<file path="src/rtl/core/s5rp_pkg.sv">
// s5rp_pkg: types and constants shared by the socks5 reply parser
// no dependencies; used by s5rp_step and socks5_reply_parser

package s5rp_pkg;

   // parse phase codes
   localparam logic [2:0] PH_VER   = 3'd0;
   localparam logic [2:0] PH_RC    = 3'd1;
   localparam logic [2:0] PH_RSV   = 3'd2;
   localparam logic [2:0] PH_ATYP  = 3'd3;
   localparam logic [2:0] PH_DLEN  = 3'd4;
   localparam logic [2:0] PH_ADDR  = 3'd5;
   localparam logic [2:0] PH_PORTH = 3'd6;
   localparam logic [2:0] PH_PORTL = 3'd7;

   // status codes
   localparam logic [1:0] ST_OK        = 2'd0;
   localparam logic [1:0] ST_BAD_VER   = 2'd1;
   localparam logic [1:0] ST_BAD_ATYP  = 2'd2;
   localparam logic [1:0] ST_REFUSED   = 2'd3;

   // protocol constants
   localparam logic [7:0] SOCKS_VERSION = 8'd5;
   localparam logic [7:0] ATYP_IPV4     = 8'd1;
   localparam logic [7:0] ATYP_DOMAIN   = 8'd3;
   localparam logic [7:0] ATYP_IPV6     = 8'd4;
   localparam logic [7:0] LEN_IPV4      = 8'd4;
   localparam logic [7:0] LEN_IPV6      = 8'd16;

   localparam logic [2:0] ATYP_RESET    = 3'd1;

   typedef struct packed {
      logic [2:0] phase;
      logic [7:0] reply_code;
      logic [7:0] addr_type;
      logic [7:0] addr_len;
      logic [7:0] count;
      logic [7:0] port_high;
      logic       version_bad;
   } state_type;

   typedef struct packed {
      logic [7:0]  addr_byte;
      logic        addr_byte_valid;
      logic [7:0]  addr_index;
      logic        done_res;
      logic [1:0]  status;
      logic [7:0]  reply_code;
      logic [7:0]  reply_addr_type;
      logic [7:0]  addr_len;
      logic [15:0] port;
   } result_type;

endpackage

</file>
<file path="src/rtl/core/s5rp_req_if.sv">
// s5rp_req_if: input beat channel, one reply byte per beat
// depends on nothing

interface s5rp_req_if;
   logic       valid;
   logic       ready;
   logic [7:0] rx_byte;
   logic       start_of_reply;

   modport source (output valid, output rx_byte, output start_of_reply, input ready);
   modport sink (input valid, input rx_byte, input start_of_reply, output ready);
endinterface

</file>
<file path="src/rtl/core/s5rp_rsp_if.sv">
// s5rp_rsp_if: result beat channel, one result per input byte
// depends on nothing

interface s5rp_rsp_if;
   logic        valid;
   logic        ready;
   logic [7:0]  addr_byte;
   logic        addr_byte_valid;
   logic [7:0]  addr_index;
   logic        done_res;
   logic [1:0]  status;
   logic [7:0]  reply_code;
   logic [7:0]  reply_addr_type;
   logic [7:0]  addr_len;
   logic [15:0] port;

   modport source (output valid, output addr_byte, output addr_byte_valid,
                   output addr_index, output done_res, output status,
                   output reply_code, output reply_addr_type, output addr_len,
                   output port, input ready);
   modport sink (input valid, input addr_byte, input addr_byte_valid,
                 input addr_index, input done_res, input status,
                 input reply_code, input reply_addr_type, input addr_len,
                 input port, output ready);
endinterface

</file>
<file path="src/rtl/core/socks5_reply_parser.sv">
// socks5_reply_parser: top level of the socks5 reply byte parser
// depends on s5rp_pkg, s5rp_req_if, s5rp_rsp_if and s5rp_step
//
// req_bus carries the server reply one byte per beat; start_of_reply forces
// the byte to be read as the version byte. every accepted byte gives exactly
// one result beat on rsp_bus: address bytes with their index, and a done
// beat with status at the end of the reply (error at the address type byte,
// or ok with the port at the last port byte).
// csr_wr_en/csr_wr_data set the requested address type; write only while idle.
// the parse state and the result register both load at the accepting edge,
// and the result shows on rsp_bus the next cycle.
// throughput is one byte per cycle while rsp_bus is ready, set by the single result register.
// when the receiver stalls, the result register holds and req_bus.ready
// drops until the held beat is taken; a beat taken in the same cycle lets a
// new byte in at once. reset drops any held result beat, returns the parser
// to the version byte and sets the requested type to ipv4.

module socks5_reply_parser (
   input  logic             clock,
   input  logic             reset,
   s5rp_req_if.sink         req_bus,
   s5rp_rsp_if.source       rsp_bus,
   input  logic             csr_wr_en,
   input  logic [2:0]       csr_wr_data
);

   s5rp_pkg::state_type  state_ff, state_in;
   s5rp_pkg::result_type result_ff, result_in;
   logic [2:0]           exp_type_ff;
   logic                 rsp_valid_ff;
   logic                 accept;

   assign req_bus.ready = !rsp_valid_ff || rsp_bus.ready;
   assign accept        = req_bus.valid && req_bus.ready;

   s5rp_step u_step (
      .cur            (state_ff),
      .expected_type  (exp_type_ff),
      .rx_byte        (req_bus.rx_byte),
      .start_of_reply (req_bus.start_of_reply),
      .nxt            (state_in),
      .res            (result_in)
   );

   always_ff @(posedge clock) begin
      if (reset) begin
         state_ff       <= '{phase: s5rp_pkg::PH_VER, default: '0};
         exp_type_ff    <= s5rp_pkg::ATYP_RESET;
         rsp_valid_ff   <= 1'b0;
      end else begin
         if (csr_wr_en) begin
            exp_type_ff <= csr_wr_data;
         end
         if (accept) begin
            state_ff     <= state_in;
            rsp_valid_ff <= 1'b1;
         end else if (rsp_bus.ready) begin
            rsp_valid_ff <= 1'b0;
         end
      end
   end

   always_ff @(posedge clock) begin
      if (accept) begin
         result_ff <= result_in;
      end
   end

   assign rsp_bus.valid           = rsp_valid_ff;
   assign rsp_bus.addr_byte       = result_ff.addr_byte;
   assign rsp_bus.addr_byte_valid = result_ff.addr_byte_valid;
   assign rsp_bus.addr_index      = result_ff.addr_index;
   assign rsp_bus.done_res        = result_ff.done_res;
   assign rsp_bus.status          = result_ff.status;
   assign rsp_bus.reply_code      = result_ff.reply_code;
   assign rsp_bus.reply_addr_type = result_ff.reply_addr_type;
   assign rsp_bus.addr_len        = result_ff.addr_len;
   assign rsp_bus.port            = result_ff.port;

   // a finished reply always returns to the version byte
   a_done_restarts: assert property (@(posedge clock) disable iff (reset)
      accept && result_in.done_res |=> state_ff.phase == s5rp_pkg::PH_VER)
      else $error("parser did not restart after done");

   // address index stays inside the address
   a_index_range: assert property (@(posedge clock) disable iff (reset)
      rsp_valid_ff && result_ff.addr_byte_valid |->
         result_ff.addr_index < result_ff.addr_len)
      else $error("address index beyond address length");

   // an error status only comes with done
   a_status_done: assert property (@(posedge clock) disable iff (reset)
      rsp_valid_ff && result_ff.status != s5rp_pkg::ST_OK |-> result_ff.done_res)
      else $error("error status without done");

   // address and done never share a beat
   a_addr_not_done: assert property (@(posedge clock) disable iff (reset)
      rsp_valid_ff |-> !(result_ff.addr_byte_valid && result_ff.done_res))
      else $error("address byte and done in one beat");

endmodule

</file>
<file path="src/rtl/core/s5rp_step.sv">
// s5rp_step: next parse state and result for one reply byte
// depends on s5rp_pkg

module s5rp_step (
   input  s5rp_pkg::state_type  cur,
   input  logic [2:0]           expected_type,
   input  logic [7:0]           rx_byte,
   input  logic                 start_of_reply,
   output s5rp_pkg::state_type  nxt,
   output s5rp_pkg::result_type res
);

   logic [2:0] phase;
   logic [7:0] exp_byte;
   logic [7:0] count_inc;
   logic       type_ok;
   logic [1:0] st;

   assign phase     = start_of_reply ? s5rp_pkg::PH_VER : cur.phase;
   assign exp_byte  = {5'd0, expected_type};
   assign count_inc = cur.count + 8'd1;

   always_comb begin
      type_ok = (rx_byte == exp_byte) ||
                ((exp_byte == s5rp_pkg::ATYP_DOMAIN) &&
                 (rx_byte inside {s5rp_pkg::ATYP_IPV4, s5rp_pkg::ATYP_DOMAIN,
                                  s5rp_pkg::ATYP_IPV6}));
      if (cur.version_bad) begin
         st = s5rp_pkg::ST_BAD_VER;
      end else if (!type_ok) begin
         st = s5rp_pkg::ST_BAD_ATYP;
      end else if (cur.reply_code != 8'd0) begin
         st = s5rp_pkg::ST_REFUSED;
      end else begin
         st = s5rp_pkg::ST_OK;
      end
   end

   always_comb begin
      nxt = cur;
      res = '0;
      case (phase)
         s5rp_pkg::PH_VER: begin
            nxt.version_bad = (rx_byte != s5rp_pkg::SOCKS_VERSION);
            nxt.reply_code  = 8'd0;
            nxt.addr_type   = 8'd0;
            nxt.addr_len    = 8'd0;
            nxt.count       = 8'd0;
            nxt.port_high   = 8'd0;
            nxt.phase       = s5rp_pkg::PH_RC;
         end
         s5rp_pkg::PH_RC: begin
            nxt.reply_code = rx_byte;
            nxt.phase      = s5rp_pkg::PH_RSV;
         end
         s5rp_pkg::PH_RSV: begin
            nxt.phase = s5rp_pkg::PH_ATYP;
         end
         s5rp_pkg::PH_ATYP: begin
            nxt.addr_type = rx_byte;
            nxt.count     = 8'd0;
            res.status    = st;
            if (st != s5rp_pkg::ST_OK) begin
               res.done_res = 1'b1;
               nxt.phase    = s5rp_pkg::PH_VER;
            end else if (rx_byte == s5rp_pkg::ATYP_IPV4) begin
               nxt.addr_len = s5rp_pkg::LEN_IPV4;
               nxt.phase    = s5rp_pkg::PH_ADDR;
            end else if (rx_byte == s5rp_pkg::ATYP_DOMAIN) begin
               nxt.phase = s5rp_pkg::PH_DLEN;
            end else begin
               nxt.addr_len = s5rp_pkg::LEN_IPV6;
               nxt.phase    = s5rp_pkg::PH_ADDR;
            end
         end
         s5rp_pkg::PH_DLEN: begin
            nxt.addr_len = rx_byte;
            nxt.count    = 8'd0;
            nxt.phase    = (rx_byte == 8'd0) ? s5rp_pkg::PH_PORTH : s5rp_pkg::PH_ADDR;
         end
         s5rp_pkg::PH_ADDR: begin
            res.addr_byte       = rx_byte;
            res.addr_byte_valid = 1'b1;
            res.addr_index      = cur.count;
            nxt.count           = count_inc;
            if (count_inc >= cur.addr_len) begin
               nxt.phase = s5rp_pkg::PH_PORTH;
            end
         end
         s5rp_pkg::PH_PORTH: begin
            nxt.port_high = rx_byte;
            nxt.phase     = s5rp_pkg::PH_PORTL;
         end
         default: begin
            res.port     = {cur.port_high, rx_byte};
            res.done_res = 1'b1;
            nxt.phase    = s5rp_pkg::PH_VER;
         end
      endcase
      res.reply_code      = nxt.reply_code;
      res.reply_addr_type = nxt.addr_type;
      res.addr_len        = nxt.addr_len;
   end

endmodule
</file>
<file path="src/flat_wrapper.sv">
// flat-port wrapper written by rule: the top's interface ports become plain ports
module socks5_reply_parser_flat 
  (clock, reset, csr_wr_en, csr_wr_data, req_bus_valid, req_bus_rx_byte, req_bus_start_of_reply, req_bus_ready, rsp_bus_valid, rsp_bus_addr_byte, rsp_bus_addr_byte_valid, rsp_bus_addr_index, rsp_bus_done_res, rsp_bus_status, rsp_bus_reply_code, rsp_bus_reply_addr_type, rsp_bus_addr_len, rsp_bus_port, rsp_bus_ready);
  s5rp_req_if req_bus_i ();
  s5rp_rsp_if rsp_bus_i ();
  input  logic clock;
  input  logic reset;
  input  logic csr_wr_en;
  input  logic [2:0] csr_wr_data;
  input wire logic [$bits(req_bus_i.valid)-1:0] req_bus_valid;
  input wire logic [$bits(req_bus_i.rx_byte)-1:0] req_bus_rx_byte;
  input wire logic [$bits(req_bus_i.start_of_reply)-1:0] req_bus_start_of_reply;
  output wire logic [$bits(req_bus_i.ready)-1:0] req_bus_ready;
  output wire logic [$bits(rsp_bus_i.valid)-1:0] rsp_bus_valid;
  output wire logic [$bits(rsp_bus_i.addr_byte)-1:0] rsp_bus_addr_byte;
  output wire logic [$bits(rsp_bus_i.addr_byte_valid)-1:0] rsp_bus_addr_byte_valid;
  output wire logic [$bits(rsp_bus_i.addr_index)-1:0] rsp_bus_addr_index;
  output wire logic [$bits(rsp_bus_i.done_res)-1:0] rsp_bus_done_res;
  output wire logic [$bits(rsp_bus_i.status)-1:0] rsp_bus_status;
  output wire logic [$bits(rsp_bus_i.reply_code)-1:0] rsp_bus_reply_code;
  output wire logic [$bits(rsp_bus_i.reply_addr_type)-1:0] rsp_bus_reply_addr_type;
  output wire logic [$bits(rsp_bus_i.addr_len)-1:0] rsp_bus_addr_len;
  output wire logic [$bits(rsp_bus_i.port)-1:0] rsp_bus_port;
  input wire logic [$bits(rsp_bus_i.ready)-1:0] rsp_bus_ready;
  assign req_bus_i.valid = req_bus_valid;
  assign req_bus_i.rx_byte = req_bus_rx_byte;
  assign req_bus_i.start_of_reply = req_bus_start_of_reply;
  assign req_bus_ready = req_bus_i.ready;
  assign rsp_bus_valid = rsp_bus_i.valid;
  assign rsp_bus_addr_byte = rsp_bus_i.addr_byte;
  assign rsp_bus_addr_byte_valid = rsp_bus_i.addr_byte_valid;
  assign rsp_bus_addr_index = rsp_bus_i.addr_index;
  assign rsp_bus_done_res = rsp_bus_i.done_res;
  assign rsp_bus_status = rsp_bus_i.status;
  assign rsp_bus_reply_code = rsp_bus_i.reply_code;
  assign rsp_bus_reply_addr_type = rsp_bus_i.reply_addr_type;
  assign rsp_bus_addr_len = rsp_bus_i.addr_len;
  assign rsp_bus_port = rsp_bus_i.port;
  assign rsp_bus_i.ready = rsp_bus_ready;
  socks5_reply_parser u_core (.clock(clock), .reset(reset), .req_bus(req_bus_i), .rsp_bus(rsp_bus_i), .csr_wr_en(csr_wr_en), .csr_wr_data(csr_wr_data));
endmodule
</file>
<file path="config.mk">
export PLATFORM = sky130hd
export DESIGN_NAME = socks5_reply_parser_flat
export DESIGN_NICKNAME = d
export VERILOG_FILES = /design/src/rtl/core/s5rp_pkg.sv /design/src/rtl/core/s5rp_req_if.sv /design/src/rtl/core/s5rp_rsp_if.sv /design/src/rtl/core/socks5_reply_parser.sv /design/src/rtl/core/s5rp_step.sv /design/src/flat_wrapper.sv
export SDC_FILE = /design/constraint.sdc
export NUM_CORES = 1
export LEC_CHECK = 0
export BUFFER_PORTS_ARGS = -buffer_cell sky130_fd_sc_hd__buf_2
export CAP_MARGIN = 0
export CORE_MARGIN = 2
export CORE_UTILIZATION = 40
export CTS_CLUSTER_DIAMETER = 200
export DETAILED_ROUTE_END_ITERATION = 10
export PLACE_DENSITY = 0.56
export SETUP_SLACK_MARGIN = 0.5
export SLEW_MARGIN = 20
export SYNTH_ARGS = -nofsm -noshare
export SYNTH_HDL_FRONTEND = slang
export SYNTH_SLANG_ARGS = --single-unit
</file>
<file path="constraint.sdc">
create_clock -name clock -period 3.4 [get_ports clock]
set_input_delay 0.17 -clock clock [delete_from_list [all_inputs] [get_ports clock]]
set_output_delay 0.17 -clock clock [all_outputs]
set_load 0.02 [all_outputs]
</file>
* Word-level counts from Yosys, hierarchy flattened
Index checks and enable logic that the tools add are counted.
Word-level totals: bits in registers 108, bits in latches 0, RAM bits 0, bits in read-only memories 0, input port bits 17, output and inout bits 62, word-level logic and storage cells 76, memories kept 0
Cells by class: add/subtract/negate cells 1, $mul 0, divide/modulo/power cells 0, $lt $le $gt $ge 1, equality and inequality tests 13, shift-type cells 0, mux-type cells 23, bitwise logic cells 0, reductions and logical operators 20
Operators with widths (number):
- $pmux 8 s2 | 4
- $mux 8 | 3
- $pmux 8 s3 | 1
- $pmux 3 s7 | 1
- $mux 3 | 4
- $eq 3x2->1 const B | 3
- $eq 3x3->1 const B | 3
- $mux 9 | 1
- $add 8x1->8 const B | 1
- $eq 8x1->1 const B | 1
- $eq 8x2->1 const B | 1
- $eq 8x3->1 | 1
- $eq 8x3->1 const B | 1
- $ge 8x8->1 | 1
- $logic_not 8->1 | 1
- $mux 2 | 4
- $ne 8x3->1 const B | 1
- $reduce_and 2->1 | 4
- $reduce_bool 2->1 | 4
- $reduce_bool 8->1 | 1
- $reduce_or 7->1 | 1
- $reduce_or 6->1 | 1
- $mux 1 | 4
- $eq 3x1->1 const B | 1
- 8 further kinds | 10

* Logic depth before layout (Yosys ltp)
Gate-level depths: netlist of run 1.
depth in word-level cells 9, gate-level depth with buffers 10, gate-level depth less buffers 10

* Hierarchy
A second synthesis of run 1 with hierarchy kept.
Second synthesis, totals: cell total of the unflattened synthesis 561, area, all modules 5770.5 um^2
By module, submodules not included:
- socks5_reply_parser | instances 1, cells each 275, area each 4031.4 um^2
- s5rp_step | instances 1, cells each 286, area each 1739.2 um^2

* Least setup slack after synthesis of run 1
No wires, ideal clock.
path kind register to register, start register u_core.rsp_valid_ff, in the netlist u_core.rsp_bus.valid, end register u_core.result_ff (netlist bit u_core.rsp_bus.addr_byte[0]), enable pin, data arrival time 2.803 ns, required time 2.953 ns, slack 0.149 ns, stages on the path, launching flop included 5, path buffers 1, clock period less this slack 3.251 ns, cells stage by stage dfxtp_1 nand2b_1 nand2_1 clkinv_1 clkbuf_1
Between the ends: word-level cells in the longest chain between the ends 3
Ends and longest elaborated chain:
- start, declared | RTL line socks5_reply_parser.sv:30 | logic rsp_valid_ff;
- start signal, assigned | RTL line socks5_reply_parser.sv:49 | rsp_valid_ff <= 1'b0;
- start signal, assigned | RTL line socks5_reply_parser.sv:56 | rsp_valid_ff <= 1'b1;
- start signal, assigned | RTL line socks5_reply_parser.sv:58 | rsp_valid_ff <= 1'b0;
- $logic_not 1->1 | RTL line socks5_reply_parser.sv:33 | assign req_bus.ready = !rsp_valid_ff || rsp_bus.ready;
- $logic_or 1x1->1 | RTL line socks5_reply_parser.sv:33
- net req_bus_ready | RTL line flat_wrapper.sv:13 | output wire logic [$bits(req_bus_i.ready)-1:0] req_bus_ready;
- $logic_and 1x1->1 | RTL line socks5_reply_parser.sv:34 | assign accept = req_bus.valid && req_bus.ready;
- net u_core.accept | RTL line socks5_reply_parser.sv:31 | logic accept;
- end signal, assigned | RTL line socks5_reply_parser.sv:65 | result_ff <= result_in;
- end, declared | RTL line socks5_reply_parser.sv:28 | s5rp_pkg::result_type result_ff, result_in;
The timed path passes the listed nets, and every way through them passes these cells. A chain may end at the register's enable or synchronous reset.

* Worst setup path after layout of run 1
start register u_core.state_ff[42] in the netlist's numbering, end register u_core.state_ff[21] in the netlist's numbering
Between the ends: word-level cells in the longest chain between the ends 3
Ends and longest elaborated chain:
- start, declared | RTL line socks5_reply_parser.sv:27 | s5rp_pkg::state_type state_ff, state_in;
- start signal, assigned | RTL line socks5_reply_parser.sv:55 | state_ff <= state_in;
- $mux 3 (*) | RTL line s5rp_step.sv:19 | assign phase = start_of_reply ? s5rp_pkg::PH_VER : cur.phase;
- $eq 3x3->1 (tied with other cells) | RTL line s5rp_step.sv:42 | case (phase)
- $pmux 8 s3 (*) | RTL line s5rp_step.sv:42
Every way passes the cells marked *; elsewhere a longest branch is shown, timed or not.

==> summary.md, run 1 <==
• 466 — count of mapped cells out of synthesis
• sky130_fd_sc_hd__clkbuf_16 — cell chosen for the clock root
• 13,280 um2 — total die area
• nor4bb_4, nand4b_1, a31o_2, or4b_1, o211ai_1 — Critical Path, Cell by Cell
• 51.6% — sequential group share of total power
• 2667 ps — crit path time final
• 3,490 — vias in the first global route
• 3 — htree depth
• finished, final reports clean — outcome
• primary input to flop — worst hold-check path type
• 40 — count of standard-cell rows
• flop to flop — critical path class
• 14 — biggest fanout along the worst timing path
• 0.002243 uW — total leakage power
• 60 — EDFF count, synth
• 485.5 nW/um2 — power per unit of standard cell area
• 0 — antenna violations before repair
• 1,121 — fill cell count
• 0 — Post-CTS Setup Repair Bufs
• false — setup repair after global routing missed its margin
• 12,150 um — final WL
• 39.1% — clock network fraction of design power
• 108 — clock sink total
• 115.3 um — height of the die
• 4951 um2 — Post-Syn Area
• 0 — Post-route DRC
• 10.62 um2 — syn_area_per_cell
• 0 ps — summed negative setup slack over all endpoints
• 0 — count of endpoints failing hold in the final timing report
• 2144 uW — internal power contribution
• 18,740 um — first-pass GRT wire length
• 662.6 uW — net load switching power
• 60 — number of distinct library cells after synthesis
• 4.749 ps — clock tree skew after final layout
• 2 — Max Root-Sink Buffers
• 682 — placed cell count
• 78.45% — fraction of the cycle the final worst path needs
• 3670 ps — required time worst endpoint
• 700 ps — CP peak stage delay
• 0 — count of antenna-violating nets left after detailed routing
• 3,802 — routed vias
• 108 — Seq cells post-synth
• 5782 um2 — fin area
• sky130_fd_sc_hd__edfxtp_1 — most common flop cell mapped by yosys
• 49 — maximum number of pins on one net before global-route repair
• 47.94% — utilization of the core after routing
• 0 — ANT cells
• 55.80% — fraction of the yosys area taken by sequential cells
• 41.05% — initial core utilization
• 17.41 um — average wire per standard cell
• 698 — post-route non-filler standard cell count
• 9 — clock buffers created by TritonCTS
• 0 — overflow left after global routing
• 0 — reported max-cap violation count
• 295 — violation count after the first detailed-routing iteration
• 492 — Synthesized Nets
• 0.8426 — gpl congestion
• 0 — number of pins with negative max-slew slack in the final report
• sky130_fd_sc_hd__nor4bb_4 — cell at the slowest stage of the critical path
• 5472 um2 — placed cell areas
• 20.38% — share of cells above drive strength 1
• 16.78% — synth-to-layout area growth
• 0 — synthesis warning total
• 9.3% — Comb pwr share
• sky130_fd_sc_hd__buf_2 — commonest non-fill, non-tap cell in the layout
• 551 — total number of nets in the final design
• 33.86% — worst slew slack as a fraction of its limit
• flop — launching element type of the critical path
• 0 — Resized cells post-CTS
• 0% — post-synthesis async set-or-reset flop share
• 0.3021 mV — maximum vdd ir drop
• 79 — total I/O pin count
• 115.3 um — Die Span X
• 988.4 ps — transition time at the pin with the least slew margin
• 0 — final setup violation count
• 2940 ps — Data arrival, critical path
• 5 — Pre-antenna DRT Iters
• 350 ps — Clk Latency, worst-skew pair
• 78 — number of port buffers
• 18.52% — Global Route Usage Sum
• sky130_fd_sc_hd__buf_2 (78), sky130_fd_sc_hd__edfxtp_1 (60), sky130_fd_sc_hd__dfxtp_1 (48) — commonest non-fill, non-tap cells in the layout
• 70 ps — register clock-pin slew on the reported worst setup and hold paths
• 7761 um — estimated wirelength of the detail-placed design
• 374.9 MHz — maximum achievable frequency
• 23.61% — switching part of the total power
• 0 — # hold bufs at CTS
• built — TritonCTS clock tree
• 5.447 — vias per cell
• flop — category of the worst setup path capture point
• 12,060 um2 — Std-Cell Core Area
[routing by layer]
metal  share of wire, %  vias up  global-route usage, %
li1                   -     1848                      -
met1                 45     1811                  25.50
met2                 47      126                  28.43
met3                5.9       17                  3.532
met4                2.4        0                  8.353
met5                  0        -                      0
[critical path: cells and delay by family, from the launching register on]
family	cells	cell delay, ps
AO/OA/AOI/OAI	2	400
AND/OR/NAND/NOR	3	1510
flip-flops	1	670
[cells by family after synthesis]
group / synth area share, %
muxes: 0.4044
xor gates and xnor gates: 1.592
DFF: 55.80
AOI/OAI and AO/OA: 16.76
buffers and inverters: 4.119
adders and majority gates: 2.274
and+or+nand+nor: 19.05
[power by group through the flow]
| stage | Combinational [uW] | Clock [uW] | Sequential (uW) |
|---|---|---|---|
| floorplan | 125 | 0 | 1520 |
| global placement | 259 | 0 | 1480 |
| detailed placement | 261 | 0 | 1480 |
| CTS | 262 | 1120 | 1450 |
| global route | 282 | 1170 | 1450 |
| finish | 261 | 1100 | 1450 |
[cells in the mapped netlist, drive strengths merged, types with 3 or more instances]
| cell type | count | share of area (%) |
|---|---|---|
| nor4 | 3 | 0.38 |
| nor2b | 5 | 0.63 |
| and2 | 21 | 2.7 |
| o211ai | 6 | 0.91 |
| a21oi | 22 | 2.2 |
| a22o | 17 | 3.0 |
| a22oi | 14 | 2.1 |
| xor2 | 7 | 1.2 |
| a32oi | 3 | 0.53 |
| clkbuf | 28 | 2.1 |
| nor4bb | 3 | 0.61 |
| nor2 | 37 | 2.8 |
| buf | 9 | 1.2 |
| ha | 9 | 2.3 |
| nor4b | 4 | 0.83 |
| or2 | 3 | 0.38 |
| inv | 10 | 0.76 |
| a221oi | 8 | 1.4 |
| nor3b | 3 | 0.45 |
| dfxtp | 48 | 19 |
| o311ai | 3 | 0.53 |
| or3 | 3 | 0.48 |
| nand3 | 6 | 0.61 |
| nand2b | 5 | 0.63 |
| nand2 | 41 | 3.1 |
| and3 | 18 | 2.3 |
| o21bai | 3 | 0.45 |
| a32o | 6 | 1.2 |
| o21ai | 14 | 1.4 |
| edfxtp | 60 | 36 |
| nor3 | 17 | 1.7 |
[path summary, 6_finish.rpt]
check | from | to | slack [ps] | depth (start not counted)
min | csr_wr_data[0] | u_core.exp_type_ff[0]$_SDFFE_PP1P_ | 40 | 3
max reg2reg | u_core.state_ff[42]$_SDFFE_PP0P_ | u_core.state_ff[21]$_SDFFE_PP0P_ | 730 | 5
min reg2reg | u_core.state_ff[33]$_SDFFE_PP0P_ | u_core.state_ff[33]$_SDFFE_PP0P_ | 470 | 2
max | u_core.state_ff[42]$_SDFFE_PP0P_ | u_core.state_ff[21]$_SDFFE_PP0P_ | 730 | 5
[layout make-up]
cell class                 count  area (um2)  area share, %
clock buffer                  11       232.7          4.025
multi-input combinational    310        2014          34.84
inverter                      11       41.29         0.7141
timing repair buffer          85       442.9          7.661
clock inverter                 5       77.57          1.342
sequential                   108        2763          47.78
tap                          168       210.2          3.636
[state kept, by name, indices dropped and copies added, names as in the netlist]
name                            cells
u_core.rsp_bus.addr_index           8
u_core.rsp_bus.port                16
u_core.state_ff                    44
u_core.rsp_bus.reply_code           8
u_core.rsp_bus.valid                1
u_core.rsp_bus.addr_byte            8
u_core.rsp_bus.status               2
u_core.rsp_bus.done_res             1
u_core.rsp_bus.addr_byte_valid      1
u_core.rsp_bus.reply_addr_type      8
u_core.exp_type_ff                  3
u_core.rsp_bus.addr_len             8
[stage by stage]
| step | total power, uW | hold slack, ps | worst slack (ps) |
|---|---|---|---|
| after global routing | 2900 | 61.17 | 508.8 |
| after CTS | 2831 | 35.79 | 765.9 |
| after detailed placement | 1738 | 398.6 | 790.7 |
| after floorplan | 1644 | 285.9 | 1122 |
| after global placement | 1734 | 388.6 | 866.5 |
| final | 2807 | 40.15 | 732.8 |
Note: power is estimated with default switching activity, not from simulation.
==> run 2: changes to the inputs <==
Settings changed: ABC_AREA set to 1, PLACE_DENSITY 0.56 to 0.58.
Clock period 3.4 ns to 2.45 ns, I/O delays scaled along.
==> summary.md, run 2 <==
• 9.190 um2 — syn_area_per_cell
• 5 — Pre-antenna DRT Iters
• 0.8540 — gpl congestion
• 0 ps — summed negative setup slack over all endpoints
• 60 — EDFF count, synth
• sky130_fd_sc_hd__edfxtp_1 (37%), sky130_fd_sc_hd__dfxtp_1 (20%), sky130_fd_sc_hd__inv_1 (6.8%) — top cells by area in the synthesized netlist
• sky130_fd_sc_hd__clkbuf_16 — cell chosen for the clock root
• 340 ps — Clk Latency, worst-skew pair
• 0 — synthesis warning total
• 0% — post-synthesis async set-or-reset flop share
• 49 — maximum number of pins on one net before global-route repair
• 0 — number of pins with negative max-slew slack in the final report
• built — TritonCTS clock tree
• sky130_fd_sc_hd__inv_1 (85), sky130_fd_sc_hd__nand2_1 (81), sky130_fd_sc_hd__buf_2 (78) — commonest non-fill, non-tap cells in the layout
• 8108 um — estimated wirelength of the detail-placed design
• 5434 um2 — placed cell areas
• 794.0 ps — transition time at the pin with the least slew margin
• 0 — final setup violation count
• 4852 um2 — Post-Syn Area
• 14.98 ps — post-route worst hold slack
• 11,690 um — final WL
• 0 — count of endpoints failing hold in the final timing report
• 4.939 — vias per cell
• true — setup repair after global routing missed its margin
• 114.1 um — Die Span X
• 25.28% — share of cells above drive strength 1
• flop — category of the worst setup path capture point
• 22.10% — synth-to-layout area growth
• 47.07% — worst slew slack as a fraction of its limit
• 7.598 ps — clock tree skew after final layout
• 340 ps — CP peak stage delay
• 0 — Post-route DRC
• 2530 ps — Data arrival, critical path
• 0.002627 uW — total leakage power
• 11,910 um2 — Std-Cell Core Area
• 49.74% — utilization of the core after routing
• 3,559 — vias in the first global route
• 2720 ps — required time worst endpoint
• inv_2, nor3_4, nand3_2, buf_4, xor2_2, inv_1, ha_1, nand2_1, nor2_4, nand4_1, nand3_2, o21ai_4, nor2_2, o21ai_1, a21oi_1 — Critical Path, Cell by Cell
• 13,030 um2 — total die area
• 18,490 um — first-pass GRT wire length
• sky130_fd_sc_hd__dfxtp_2 — cell at the slowest stage of the critical path
• 108 — clock sink total
• 0 — reported max-cap violation count
• 18.33% — Global Route Usage Sum
• sky130_fd_sc_hd__edfxtp_1 — area leader, netlist
• finished, final reports clean — outcome
• 0 — count of antenna-violating nets left after detailed routing
• 193.2 ps — Final Worst Setup Slack
• 9 — clock buffers created by TritonCTS
• flop to flop — critical path class
• 35 — number of distinct library cells after synthesis
• 79 — total I/O pin count
• 0.3557 mV — maximum vdd ir drop
• 3 — htree depth
• sky130_fd_sc_hd__edfxtp_1 — most common flop cell mapped by yosys
• 0 — ANT cells
• simple AND/OR/NAND/NOR gates — gate family responsible for the most delay along the worst path
• sky130_fd_sc_hd__nand3_2 — most numerous cell on the critical path
• 2 — Max Root-Sink Buffers
• 4 — biggest fanout along the worst timing path
• 443.1 MHz — maximum achievable frequency
• 646 — total number of nets in the final design
• 108 — Seq cells post-synth
• 0 — overflow left after global routing
• 92.11% — fraction of the cycle the final worst path needs
• 0 — antenna violations before repair
• 528 — count of mapped cells out of synthesis
• 78 — number of port buffers
• 37.13% — Yosys top cell area share
• 15.14 um — average wire per standard cell
• 40.74% — initial core utilization
• 662.8 nW/um2 — power per unit of standard cell area
• 70 ps — register clock-pin slew on the reported worst setup and hold paths
• 2257 ps — crit path time final
• 3 — count of buffer and inverter cells on the critical path
• sky130_fd_sc_hd__inv_1 (88), sky130_fd_sc_hd__nand2_1 (82), sky130_fd_sc_hd__edfxtp_1 (60) — Post-synth top cells
• 44 — max reg flops
• flop — launching element type of the critical path
• u_core.state_ff — largest reg by FF count
• 40 — count of standard-cell rows
• 5924 um2 — fin area
• 114.1 um — height of the die
• 56.94% — fraction of the yosys area taken by sequential cells
• sky130_fd_sc_hd__inv_1 — most common cell in the synthesized netlist
• 554 — Synthesized Nets
• 299 — violation count after the first detailed-routing iteration
• primary input to flop — worst hold-check path type
• -25.84 ps — worst slack at placement
• 3,813 — routed vias
• sky130_fd_sc_hd__inv_1 — commonest non-fill, non-tap cell in the layout
run 2: cell types whose count changed after synthesis, sizes merged, moves of 16 or more:
cell,previous run,this run
o22ai,0,16
nand3,6,22
a21oi,22,51
nor2,37,65
a22o,17,0
nand2,41,86
clkbuf,28,11
and2,21,0
and3,18,0
inv,10,97
run 2: area by class of cell:
| class | count | area (um2) |
|---|---|---|
| clock buffers | 13 | 261.5 |
| clock inverters | 3 | 42.54 |
| fillers | 1161 | 5987 |
| inverters | 98 | 370.4 |
| multi-input cells | 308 | 1765 |
| flip-flops and latches | 108 | 2765 |
| well taps | 147 | 183.9 |
| repair buffers | 95 | 535.5 |
run 2: worst min-delay path, cell delays in order:
cell,delay [ps]
sky130_fd_sc_hd__buf_2,90
sky130_fd_sc_hd__nand2_1,50
sky130_fd_sc_hd__nand3_1,60
run 2: logic make-up (layout without fill, tap and decap cells):
logic type,Yosys count,in the layout,synth area share (%)
flip-flops,108,108,56.94
adder cells (fa/ha/maj),9,9,2.321
AO/OA/AOI/OAI,99,99,12.20
buffers and inverters,112,209,9.051
AND/OR/NAND/NOR,192,192,18.05
XOR/XNOR,8,8,1.444
run 2: routing by layer:
layer / GRT usage [%] / routed length, um
met4: 7.886 / 239
met5: 0 / 0
met3: 3.917 / 533
met2: 27.74 / 5435
met1: 25.48 / 5480
run 2: path summary, 6_finish.rpt:
check / startpoint / endpoint / slack [ps] / depth (start not counted)
worst min register to register: u_core.state_ff[1]$_SDFFE_PP0P_ / u_core.state_ff[1]$_SDFFE_PP0P_ / 460 / 2
worst min-delay path: csr_wr_en / u_core.exp_type_ff[0]$_SDFFE_PP1P_ / 10 / 3
worst max register to register: u_core.state_ff[9]$_SDFFE_PP0P_ / u_core.state_ff[42]$_SDFFE_PP0P_ / 190 / 15
worst max-delay path: u_core.state_ff[9]$_SDFFE_PP0P_ / u_core.state_ff[42]$_SDFFE_PP0P_ / 190 / 15
run 2: report_power, final:
group | switching (uW) | leakage (uW) | internal [uW]
clock network | 630 | 0.000147 | 857
registers | 27.7 | 0.00100 | 1990
logic | 295 | 0.00148 | 123
run 2: repair_timing:
action                                 4_1_cts  5_1_grt
endpoints found under the hold margin        2        0
pin swaps                                   13       15
setup buffers                                4        4
setup endpoints to repair                    3       15
hold buffers                                 2        0
gates resized for setup                     10       12
run 2: per-stage QoR:
stage	cells	power, uW
after global placement	746	2455
after global routing	772	4078
final	772	3927
after floorplan	528	2323
after detailed placement	746	2465
after CTS	768	3947
